==> config.mk <==
export PLATFORM = sky130hd
export DESIGN_NAME = online_velocity_profile_generator_unit
export DESIGN_NICKNAME = d
export VERILOG_FILES = /design/src/hdl/ovpg_pkg.sv /design/src/hdl/online_velocity_profile_generator_unit.sv
export SDC_FILE = /design/constraint.sdc
export NUM_CORES = 2
export LEC_CHECK = 0
export BUFFER_PORTS_ARGS = -buffer_cell sky130_fd_sc_hd__buf_2
export CORE_MARGIN = 2
export CORE_UTILIZATION = 34
export CTS_BUF_LIST = sky130_fd_sc_hd__clkbuf_4
export CTS_CLUSTER_DIAMETER = 100
export DETAILED_ROUTE_END_ITERATION = 7
export MAX_ROUTING_LAYER = met4
export PLACE_DENSITY = 0.49
export SETUP_SLACK_MARGIN = 0.5
export SKIP_LAST_GASP = 1
export SYNTH_ARGS = -nofsm -noshare
export SYNTH_HDL_FRONTEND = slang
export SYNTH_SLANG_ARGS = --single-unit
==> constraint.sdc <==
create_clock -name aclk -period 7.9 [get_ports aclk]
set_input_delay 1.58 -clock aclk [delete_from_list [all_inputs] [get_ports aclk]]
set_output_delay 1.58 -clock aclk [all_outputs]
set_load 0.1 [all_outputs]
==> src/hdl/ovpg_pkg.sv <==
package ovpg_pkg;

    // Configuration port
    localparam int CFG_W     = 31;
    localparam int CFG_IDX_W = 2;

    typedef enum logic [CFG_IDX_W-1:0] {
        REG_VMAX_LIN = 2'd0,
        REG_VMAX_ANG = 2'd1,
        REG_AMAX_LIN = 2'd2,
        REG_AMAX_ANG = 2'd3
    } cfg_reg_t;

    // Register reset values, raw Q7.24
    localparam logic [CFG_W-1:0] VMAX_LIN_RST = 31'd8388608;
    localparam logic [CFG_W-1:0] VMAX_ANG_RST = 31'd16777216;
    localparam logic [CFG_W-1:0] AMAX_LIN_RST = 31'd16777216;
    localparam logic [CFG_W-1:0] AMAX_ANG_RST = 31'd33554432;

    // Item modes
    localparam logic MODE_STEP   = 1'b0;
    localparam logic MODE_PRESET = 1'b1;

    // First angular axis
    localparam logic [2:0] AXIS_FIRST_ANG = 3'd3;

    // Divisions by constants as reciprocal multiplications: RECIP_K is 2^38/1000
    // rounded up, exact for 32-bit dividends at shift 38 (/1000) and 35 (/125).
    // Acceleration step is amax/1000, position step uses /125 after >>4
    localparam logic [28:0] RECIP_K    = 29'd274877907;
    localparam int          SH_ACC     = 38;
    localparam int          SH_POS     = 35;
    localparam logic [31:0] ACC_ROUND  = 32'd500;
    // Bias keeps the position dividend positive: 125 * 2^23
    localparam logic [31:0] POS_BIAS   = 32'd1048576000;
    localparam logic [33:0] POS_BIAS_Q = 34'd8388608;

    // Last iteration indices of the multiplier, square root and clamp passes
    localparam logic [4:0] ITER_LAST  = 5'd31;
    localparam logic [4:0] CLAMP_LAST = 5'd2;

    // pi scaled by 2^60
    localparam logic [63:0] PI_Q60 = 64'h3243F6A8885A308D;

    // Home pose of one axis, rounded to nearest at the given fraction width
    function automatic logic signed [31:0] home_pos(input int unsigned axis,
                                                    input int unsigned frac);
        logic [63:0] pi_q;
        logic [63:0] hpi_q;
        logic [63:0] val;
        pi_q  = (PI_Q60 + (64'd1 << (59 - frac))) >> (60 - frac);
        hpi_q = (PI_Q60 + (64'd1 << (60 - frac))) >> (61 - frac);
        case (axis)
            0:       val = ((64'd3 << frac) + 64'd5) / 64'd10;
            1:       val = ((64'd35 << frac) + 64'd50) / 64'd100;
            3:       val = 64'd0 - hpi_q;
            5:       val = pi_q;
            default: val = 64'd0;
        endcase
        return val[31:0];
    endfunction

endpackage

==> src/hdl/online_velocity_profile_generator_unit.sv <==
// Online velocity profile generator: one axis update per in-range input item.
// Input channel (s_*): mode, arm, axis and target. Step mode moves the axis
// toward target with the speed limit, the braking limit sqrt(2*amax*|err|)
// and the per-tick acceleration limit, then integrates position with the
// trapezoid rule. Preset mode loads the position and zeroes the velocity.
// Items naming an arm or axis out of range are taken and dropped.
// Result channel (m_*): arm, axis, new position and velocity, held in an
// output register until taken.
// A step item passes in turn through read, setup, the bit-serial multiplier,
// the square root, the clamp passes, velocity saturation and the position
// steps; a preset item goes straight to the finish step. No new item is taken
// until the current one reaches the output register. One sequencer runs the
// multiplier and square root in sequence; divisions by constants use reciprocals.
// A new item is taken while the previous result still waits; a stalled
// receiver only holds the finished update, which waits until the output
// register frees up. Reset restores the home pose and zero velocity on every
// axis (per-entry valid bits, no clearing pass) and the register reset values.
// Registers are written through cfg_wr_en/cfg_addr/cfg_wdata by the user only
// while the block is idle; the block itself does not enforce this.
module online_velocity_profile_generator_unit #(
    parameter int NUM_ARMS  = 2,
    parameter int NUM_AXES  = 6,
    parameter int FRAC_BITS = 24
) (
    input  logic                             aclk,
    input  logic                             aresetn,
    input  logic                             cfg_wr_en,
    input  logic [ovpg_pkg::CFG_IDX_W-1:0]   cfg_addr,
    input  logic [ovpg_pkg::CFG_W-1:0]       cfg_wdata,
    input  logic                             s_valid,
    output logic                             s_ready,
    input  logic                             s_mode,
    input  logic                             s_arm,
    input  logic [2:0]                       s_axis,
    input  logic signed [31:0]               s_target,
    output logic                             m_valid,
    input  logic                             m_ready,
    output logic                             m_arm_out,
    output logic [2:0]                       m_axis_out,
    output logic signed [31:0]               m_position,
    output logic signed [31:0]               m_velocity
);

    import ovpg_pkg::*;

    localparam int DEPTH = NUM_ARMS * NUM_AXES;
    localparam int IDX_W = (DEPTH > 1) ? $clog2(DEPTH) : 1;
    localparam logic [31:0] DEAD_BAND =
        32'(((64'd1 << FRAC_BITS) + 64'd500000) / 64'd1000000);
    localparam logic signed [31:0] HOME_POS [8] = '{
        home_pos(0, FRAC_BITS), home_pos(1, FRAC_BITS),
        home_pos(2, FRAC_BITS), home_pos(3, FRAC_BITS),
        home_pos(4, FRAC_BITS), home_pos(5, FRAC_BITS),
        home_pos(6, FRAC_BITS), home_pos(7, FRAC_BITS)
    };
    localparam logic signed [43:0] V_MAX44 = 44'sd2147483647;
    localparam logic signed [43:0] V_MIN44 = -44'sd2147483648;
    localparam logic signed [33:0] P_MAX34 = 34'sd2147483647;
    localparam logic signed [33:0] P_MIN34 = -34'sd2147483648;

    typedef enum logic [3:0] {
        ST_IDLE,
        ST_READ,
        ST_SETUP,
        ST_MUL,
        ST_SQRT,
        ST_CLAMP,
        ST_VSAT,
        ST_PSET,
        ST_PDIV,
        ST_POSN,
        ST_FINISH
    } state_t;

    // Control registers
    state_t              state_reg, state_next;
    logic [4:0]          cnt_reg, cnt_next;
    logic [CFG_W-1:0]    vmax_lin_reg, vmax_lin_next;
    logic [CFG_W-1:0]    vmax_ang_reg, vmax_ang_next;
    logic [CFG_W-1:0]    amax_lin_reg, amax_lin_next;
    logic [CFG_W-1:0]    amax_ang_reg, amax_ang_next;
    logic [DEPTH-1:0]    vld_reg, vld_next;
    logic                m_valid_reg, m_valid_next;

    // Item and datapath registers
    logic                mode_reg, mode_next;
    logic                arm_reg, arm_next;
    logic [2:0]          axis_reg, axis_next;
    logic [IDX_W-1:0]    idx_reg, idx_next;
    logic signed [31:0]  tgt_reg, tgt_next;
    logic                hit_reg, hit_next;
    logic signed [31:0]  lp_reg, lp_next;
    logic signed [31:0]  lv_reg, lv_next;
    logic                neg_reg, neg_next;
    logic signed [43:0]  v_reg, v_next;
    logic [63:0]         mcand_reg, mcand_next;
    logic [31:0]         mplier_reg, mplier_next;
    logic [63:0]         acc_reg, acc_next;
    logic [31:0]         dvd_reg, dvd_next;
    logic [21:0]         dv_reg, dv_next;
    logic [63:0]         rad_reg, rad_next;
    logic [33:0]         srem_reg, srem_next;
    logic [31:0]         root_reg, root_next;
    logic signed [31:0]  vel_reg, vel_next;
    logic signed [31:0]  pos_reg, pos_next;
    logic                m_arm_reg, m_arm_next;
    logic [2:0]          m_axis_reg, m_axis_next;
    logic signed [31:0]  m_pos_reg, m_pos_next;
    logic signed [31:0]  m_vel_reg, m_vel_next;

    // Axis state memory
    logic signed [31:0]  pos_mem [DEPTH];
    logic signed [31:0]  vel_mem [DEPTH];
    logic signed [31:0]  pos_rd_reg;
    logic signed [31:0]  vel_rd_reg;
    logic                mem_we;

    // Combinational helpers
    logic                in_accept;
    logic                in_range;
    logic                out_free;
    logic                lin;
    logic [CFG_W-1:0]    vmax_sel;
    logic [CFG_W-1:0]    amax_sel;
    logic signed [31:0]  lp_cur;
    logic signed [32:0]  err;
    logic signed [43:0]  err44;
    logic [31:0]         mag;
    logic [60:0]         recip_prod;
    logic [63:0]         mul_acc;
    logic [35:0]         sq_t;
    logic [35:0]         sq_trial;
    logic                sq_ge;
    logic [33:0]         sq_rem;
    logic [31:0]         sq_root;
    logic signed [43:0]  vmax44;
    logic signed [43:0]  brake44;
    logic signed [43:0]  lim;
    logic signed [43:0]  v_clamp;
    logic signed [33:0]  pinc;
    logic signed [33:0]  pinc_sh;
    logic signed [33:0]  pnew;

    assign s_ready    = (state_reg == ST_IDLE);
    assign in_accept  = s_valid && s_ready;
    assign out_free   = !m_valid_reg || m_ready;
    assign m_valid    = m_valid_reg;
    assign m_arm_out  = m_arm_reg;
    assign m_axis_out = m_axis_reg;
    assign m_position = m_pos_reg;
    assign m_velocity = m_vel_reg;

    assign in_range = (int'(s_arm) < NUM_ARMS) && (int'(s_axis) < NUM_AXES);

    // Per-axis limits
    assign lin      = (axis_reg < AXIS_FIRST_ANG);
    assign vmax_sel = lin ? vmax_lin_reg : vmax_ang_reg;
    assign amax_sel = lin ? amax_lin_reg : amax_ang_reg;

    // Position error against stored or home position
    assign lp_cur = hit_reg ? pos_rd_reg : HOME_POS[axis_reg];
    assign err    = 33'(tgt_reg) - 33'(lp_cur);
    assign err44  = 44'(err);
    assign mag    = err[32] ? 32'(-err) : err[31:0];

    // Reciprocal multiply for the divisions by 1000 and 125
    assign recip_prod = 61'(dvd_reg) * 61'(RECIP_K);

    // Shift-add multiplier step
    assign mul_acc = mplier_reg[0] ? (acc_reg + mcand_reg) : acc_reg;

    // Square root step, one result bit
    assign sq_t     = {srem_reg, rad_reg[63:62]};
    assign sq_trial = {2'b00, root_reg, 2'b01};
    assign sq_ge    = (sq_t >= sq_trial);
    assign sq_rem   = sq_ge ? 34'(sq_t - sq_trial) : sq_t[33:0];
    assign sq_root  = {root_reg[30:0], sq_ge};

    // Clamp limit for the current pass, on the side of the motion
    assign vmax44  = 44'(vmax_sel);
    assign brake44 = 44'(root_reg);
    always_comb begin
        case (cnt_reg[1:0])
            2'd0:    lim = neg_reg ? -vmax44 : vmax44;
            2'd1:    lim = neg_reg ? -brake44 : brake44;
            default: lim = neg_reg ? (44'(lv_reg) - 44'(dv_reg))
                                   : (44'(lv_reg) + 44'(dv_reg));
        endcase
    end
    assign v_clamp = (neg_reg ? (v_reg < lim) : (v_reg > lim)) ? lim : v_reg;

    // Trapezoid increment and new position
    assign pinc    = 34'(vel_reg) + 34'(lv_reg) + 34'sd1000;
    assign pinc_sh = pinc >>> 4;
    assign pnew    = 34'(lp_reg) + $signed({2'b00, dvd_reg}) - $signed(POS_BIAS_Q);

    // Next-state logic
    always_comb begin
        state_next    = state_reg;
        cnt_next      = cnt_reg;
        vmax_lin_next = vmax_lin_reg;
        vmax_ang_next = vmax_ang_reg;
        amax_lin_next = amax_lin_reg;
        amax_ang_next = amax_ang_reg;
        vld_next      = vld_reg;
        m_valid_next  = m_valid_reg;
        mode_next     = mode_reg;
        arm_next      = arm_reg;
        axis_next     = axis_reg;
        idx_next      = idx_reg;
        tgt_next      = tgt_reg;
        hit_next      = hit_reg;
        lp_next       = lp_reg;
        lv_next       = lv_reg;
        neg_next      = neg_reg;
        v_next        = v_reg;
        mcand_next    = mcand_reg;
        mplier_next   = mplier_reg;
        acc_next      = acc_reg;
        dvd_next      = dvd_reg;
        dv_next       = dv_reg;
        rad_next      = rad_reg;
        srem_next     = srem_reg;
        root_next     = root_reg;
        vel_next      = vel_reg;
        pos_next      = pos_reg;
        m_arm_next    = m_arm_reg;
        m_axis_next   = m_axis_reg;
        m_pos_next    = m_pos_reg;
        m_vel_next    = m_vel_reg;
        mem_we        = 1'b0;

        // Register writes
        if (cfg_wr_en) begin
            case (cfg_addr)
                REG_VMAX_LIN: vmax_lin_next = cfg_wdata;
                REG_VMAX_ANG: vmax_ang_next = cfg_wdata;
                REG_AMAX_LIN: amax_lin_next = cfg_wdata;
                REG_AMAX_ANG: amax_ang_next = cfg_wdata;
                default: ;
            endcase
        end

        // Drop the output once taken
        if (m_valid_reg && m_ready) begin
            m_valid_next = 1'b0;
        end

        case (state_reg)
            ST_IDLE: begin
                if (in_accept) begin
                    mode_next = s_mode;
                    arm_next  = s_arm;
                    axis_next = s_axis;
                    tgt_next  = s_target;
                    idx_next  = IDX_W'(int'(s_arm) * NUM_AXES + int'(s_axis));
                    if (!in_range) begin
                        state_next = ST_IDLE;
                    end else if (s_mode == MODE_PRESET) begin
                        pos_next   = s_target;
                        vel_next   = '0;
                        state_next = ST_FINISH;
                    end else begin
                        state_next = ST_READ;
                    end
                end
            end
            ST_READ: begin
                hit_next   = vld_reg[idx_reg];
                state_next = ST_SETUP;
            end
            ST_SETUP: begin
                lp_next     = lp_cur;
                lv_next     = hit_reg ? vel_rd_reg : '0;
                neg_next    = err[32];
                v_next      = (err44 <<< 10) - (err44 <<< 4) - (err44 <<< 3);
                mcand_next  = (mag < DEAD_BAND) ? '0 : {32'd0, mag};
                mplier_next = 32'(amax_sel);
                acc_next    = '0;
                dvd_next    = 32'(amax_sel) + ACC_ROUND;
                cnt_next    = '0;
                state_next  = ST_MUL;
            end
            ST_MUL: begin
                // Advance the product; take the acceleration step on the last pass
                acc_next    = mul_acc;
                mcand_next  = {mcand_reg[62:0], 1'b0};
                mplier_next = {1'b0, mplier_reg[31:1]};
                if (cnt_reg == ITER_LAST) begin
                    dv_next    = recip_prod[SH_ACC +: 22];
                    rad_next   = {mul_acc[62:0], 1'b0};
                    srem_next  = '0;
                    root_next  = '0;
                    cnt_next   = '0;
                    state_next = ST_SQRT;
                end else begin
                    cnt_next = cnt_reg + 5'd1;
                end
            end
            ST_SQRT: begin
                srem_next = sq_rem;
                root_next = sq_root;
                rad_next  = {rad_reg[61:0], 2'b00};
                if (cnt_reg == ITER_LAST) begin
                    cnt_next   = '0;
                    state_next = ST_CLAMP;
                end else begin
                    cnt_next = cnt_reg + 5'd1;
                end
            end
            ST_CLAMP: begin
                // Speed, braking and acceleration limits in turn
                v_next = v_clamp;
                if (cnt_reg == CLAMP_LAST) begin
                    cnt_next   = '0;
                    state_next = ST_VSAT;
                end else begin
                    cnt_next = cnt_reg + 5'd1;
                end
            end
            ST_VSAT: begin
                if (v_reg > V_MAX44) begin
                    vel_next = V_MAX44[31:0];
                end else if (v_reg < V_MIN44) begin
                    vel_next = V_MIN44[31:0];
                end else begin
                    vel_next = v_reg[31:0];
                end
                state_next = ST_PSET;
            end
            ST_PSET: begin
                dvd_next   = 32'(pinc_sh) + POS_BIAS;
                state_next = ST_PDIV;
            end
            ST_PDIV: begin
                dvd_next   = 32'(recip_prod[SH_POS +: 26]);
                state_next = ST_POSN;
            end
            ST_POSN: begin
                if (pnew > P_MAX34) begin
                    pos_next = P_MAX34[31:0];
                end else if (pnew < P_MIN34) begin
                    pos_next = P_MIN34[31:0];
                end else begin
                    pos_next = pnew[31:0];
                end
                state_next = ST_FINISH;
            end
            ST_FINISH: begin
                // Hold until the output register is free, then store and present
                if (out_free) begin
                    mem_we            = 1'b1;
                    vld_next[idx_reg] = 1'b1;
                    m_valid_next      = 1'b1;
                    m_arm_next        = arm_reg;
                    m_axis_next       = axis_reg;
                    m_pos_next        = pos_reg;
                    m_vel_next        = vel_reg;
                    state_next        = ST_IDLE;
                end
            end
            default: begin
                state_next = ST_IDLE;
            end
        endcase
    end

    // State, configuration and registered outputs
    always_ff @(posedge aclk) begin
        mode_reg   <= mode_next;
        arm_reg    <= arm_next;
        axis_reg   <= axis_next;
        idx_reg    <= idx_next;
        tgt_reg    <= tgt_next;
        hit_reg    <= hit_next;
        lp_reg     <= lp_next;
        lv_reg     <= lv_next;
        neg_reg    <= neg_next;
        v_reg      <= v_next;
        mcand_reg  <= mcand_next;
        mplier_reg <= mplier_next;
        acc_reg    <= acc_next;
        dvd_reg    <= dvd_next;
        dv_reg     <= dv_next;
        rad_reg    <= rad_next;
        srem_reg   <= srem_next;
        root_reg   <= root_next;
        vel_reg    <= vel_next;
        pos_reg    <= pos_next;
        m_arm_reg  <= m_arm_next;
        m_axis_reg <= m_axis_next;
        m_pos_reg  <= m_pos_next;
        m_vel_reg  <= m_vel_next;
        if (!aresetn) begin
            state_reg    <= ST_IDLE;
            cnt_reg      <= '0;
            vmax_lin_reg <= VMAX_LIN_RST;
            vmax_ang_reg <= VMAX_ANG_RST;
            amax_lin_reg <= AMAX_LIN_RST;
            amax_ang_reg <= AMAX_ANG_RST;
            vld_reg      <= '0;
            m_valid_reg  <= 1'b0;
        end else begin
            state_reg    <= state_next;
            cnt_reg      <= cnt_next;
            vmax_lin_reg <= vmax_lin_next;
            vmax_ang_reg <= vmax_ang_next;
            amax_lin_reg <= amax_lin_next;
            amax_ang_reg <= amax_ang_next;
            vld_reg      <= vld_next;
            m_valid_reg  <= m_valid_next;
        end
    end

    // Axis state memory: one write and one registered read
    always_ff @(posedge aclk) begin
        if (mem_we) begin
            pos_mem[idx_reg] <= pos_reg;
            vel_mem[idx_reg] <= vel_reg;
        end
        if (state_reg == ST_READ) begin
            pos_rd_reg <= pos_mem[idx_reg];
            vel_rd_reg <= vel_mem[idx_reg];
        end
    end

    // A result appears only out of the finish step
    a_result_from_finish: assert property (@(posedge aclk) disable iff (!aresetn)
        $rose(m_valid_reg) |-> $past(state_reg == ST_FINISH))
        else $error("result raised outside finish step");

    // Preset leaves the axis at rest
    a_preset_at_rest: assert property (@(posedge aclk) disable iff (!aresetn)
        (state_reg == ST_FINISH && mode_reg == MODE_PRESET) |-> (vel_reg == '0))
        else $error("preset item with nonzero velocity");

    // Forward motion never exceeds the speed limit after clamping
    a_fwd_speed_limit: assert property (@(posedge aclk) disable iff (!aresetn)
        (state_reg == ST_VSAT && !neg_reg) |-> (v_reg <= vmax44))
        else $error("forward velocity above speed limit");

endmodule

==> flow_summary.ini <==
[synth]
synth-simple-area-share_pct = 9.48
syn-num-nets = 9489
synth_enable_flop_cells = 1453
ys_seq_area_share_pct = 48.2
netlist.area_leader.share_pct = 45.2
synth_cell_types = 94
ys_ff_latch = 1599
synthTopCellsByCount = 1,453 x edfxtp_1, 801 x ha_1, 783 x inv_1
synth-compound-area-share_pct = 10.8
yosys_warnings = 0
synthCells = 8283
yosys.area_share.adder_pct = 17.2
syn-cell-area_um2 = 96600
synth_flop_cell = edfxtp_1
avgSynthCellArea_um2 = 11.7
async_flop_share_pct = 0
synth_top_cell_by_area = edfxtp_1
yosysMostFrequentCell = edfxtp_1
synth-xor-area-share_pct = 3.36
synthMuxAreaShare_pct = 6.58
synth.area.top_cells = edfxtp_1 45%, ha_1 10%, fa_1 6.8%, mux4_2 4.5%, a21oi_1 3.4%
synth_top_family_by_area = adder cells

[cts]
clk_pin_slew_ns = 0.07
clk_path_buf_depth = 4
root_buffer = clkbuf_4
cts_tree = yes
clock_sinks = 1599
clock_latency_ns = 1.43
cts-buffers-inserted = 441
htreeDepth = 5

[sta]
worst_pin_slew_ns = 1.23
max_freq_mhz = 135
layout_min_cycle_time_ns = 7.42
setup_viol = 0
hold_viol = 0
period_share_pct = 93.9
rsz0062_at_grt = true
maxSlewHeadroom_pct = 17.0
drv_slew = 0
finalClockSkew_ns = 0.169

[drt]
highest_layer = met4
drtPass1Iterations = 6
vias = 68328
avgRoutedWirePerCell_um = 24.3
ant_nets = 0
wl_um = 316000
wl_met2_um = 144000
drtIter0Drc = 5155
wl_met1_um = 145000
route.detailed.drc = 0
viasPerCell = 5.26
wl_met3_um = 17700

[die]
die_h_um = 537
core_area_um2 = 282000
die_w_um = 537
io_pins = 145
rows = 195
fp.dieArea_um2 = 288000
start_util_pct = 34.2

[setup_path]
r2r_end = dvd_reg[25]$_DFFE_PP_
crit_top_cell = fa_1
rrSetupSlack_ns = 0.48
required_ns = 8.98
crit_arrival_ns = 8.50
slowest_delay_ns = 0.53
cpMaxStageDelayCell = fa_1
cp-start-kind = register
path_class = reg -> reg
endpoint_kind = register
rr_worst_depth = 29
r2r_start = dvd_reg[20]$_DFFE_PP_
crit_fanout = 3

[finish]
fin_area_um2 = 111000
utilization_pct = 39.3
drive_gt1_share_pct = 18.2
area_delta_synth_final_pct = 14.8
nets = 10115
reg.largest.list = pos_mem (384), vel_mem (384)

[flow_run]
drv_cap = 0

[global_route]
grt_max_degree = 158
antenna_found_initial = 40
grt_pass1_wl_um = 460000
grt_pass1_vias = 68817
grt_use_total_pct = 22.2
grt_remaining_overflow = 0

[status]
status = completed

[worst_hold_path]
min-delay-start = s_target[9]
hold_depth = 1
min_to = tgt_reg[9]$_DFFE_PP_
worstHoldPathType = in -> reg

[placement]
place_area_um2 = 103000
io_buffers = 144
routabilityCongestion = 0.933
dp_hpwl_um = 231000
-- worst max-delay path by stage --
stage	start	end
final	dvd_reg[20]$_DFFE_PP_	dvd_reg[25]$_DFFE_PP_
after global routing	dvd_reg[20]$_DFFE_PP_	dvd_reg[25]$_DFFE_PP_
after CTS	dvd_reg[11]$_DFFE_PP_	dvd_reg[25]$_DFFE_PP_
after detailed placement	dvd_reg[8]$_DFFE_PP_	dvd_reg[13]$_DFFE_PP_
after global placement	dvd_reg[8]$_DFFE_PP_	dvd_reg[13]$_DFFE_PP_
after floorplan	neg_reg$_DFFE_PP_	v_reg[0]$_SDFFCE_PN0P_
-- critical path: cells and delay by family, from the launching register on --
family | cells | cell delay (ns)
AO/OA/AOI/OAI | 9 | 1.53
AND/OR/NAND/NOR | 2 | 0.57
adder cells (fa/ha/maj) | 9 | 3.80
flip-flops | 1 | 0.52
buffers and inverters | 9 | 0.74
-- layer usage --
| layer | GRT usage (%) | vias up |
|---|---|---|
| li1 | - | 31569 |
| met1 | 30.5 | 34341 |
| met2 | 34.3 | 1997 |
| met3 | 3.05 | 421 |
| met4 | 6.04 | 0 |
| met5 | - | - |
-- metrics by stage --
step	setup slack, ns	TNS, ns	cells	hold slack [ns]
final	0.485	0	12999	0.385
after CTS	0.477	0	12947	0.215
after global placement	-0.383	-1.66	12128	0.441
after floorplan	0.534	0	8283	0.400
after detailed placement	-0.354	-1.41	12128	0.446
after global routing	0.295	0	12986	0.270
-- cells by family after synthesis --
| logic type | count (synthesis) |
|---|---|
| adder cells (fa/ha/maj) | 1131 |
| AO/OA/AOI/OAI | 1678 |
| AND/OR/NAND/NOR | 2012 |
| flip-flops | 1599 |
| buffers and inverters | 1104 |
| multiplexers | 390 |
| XOR/XNOR | 369 |
-- repair_timing --
item	in CTS	in global routing
pin swaps	95	78
gates resized for setup	132	137
buffers inserted	56	23
hold buffers	0	0
cloned	0	2
setup endpoints to repair	92	93
-- layout make-up --
cell class | count | area, µm²
diodes | 27 | 67.6
flip-flops and latches | 1599 | 46600
inverters | 789 | 2970
repair buffers | 498 | 3670
clock buffers | 645 | 4840
multi-input cells | 5580 | 47400
well taps | 3743 | 4680
fillers | 27365 | 171000
clock inverters | 118 | 694
-- placed cells by master (no fill, tap or decap), drive strengths merged, types with 43 or more instances in the layout --
master and instances:
inv 801, a211oi 58, a31oi 57, xor2 116, dfxtp 146, a21o 200, nand2 748, nor2 587
o21bai 49, mux4 195, mux2i 189, a21oi 650, edfxtp 1453, o21ai 317, nand4 62, nor3 106
fa 330, clkbuf 647, ha 801, o21a 47, nand3 119, and2 67, xnor2 252, o31ai 43
and3 90, buf 496, clkinv 98
Power is left out: the tool's default activity adds up to more than one toggle a clock period on the data nets, which glitch-free logic cannot reach.
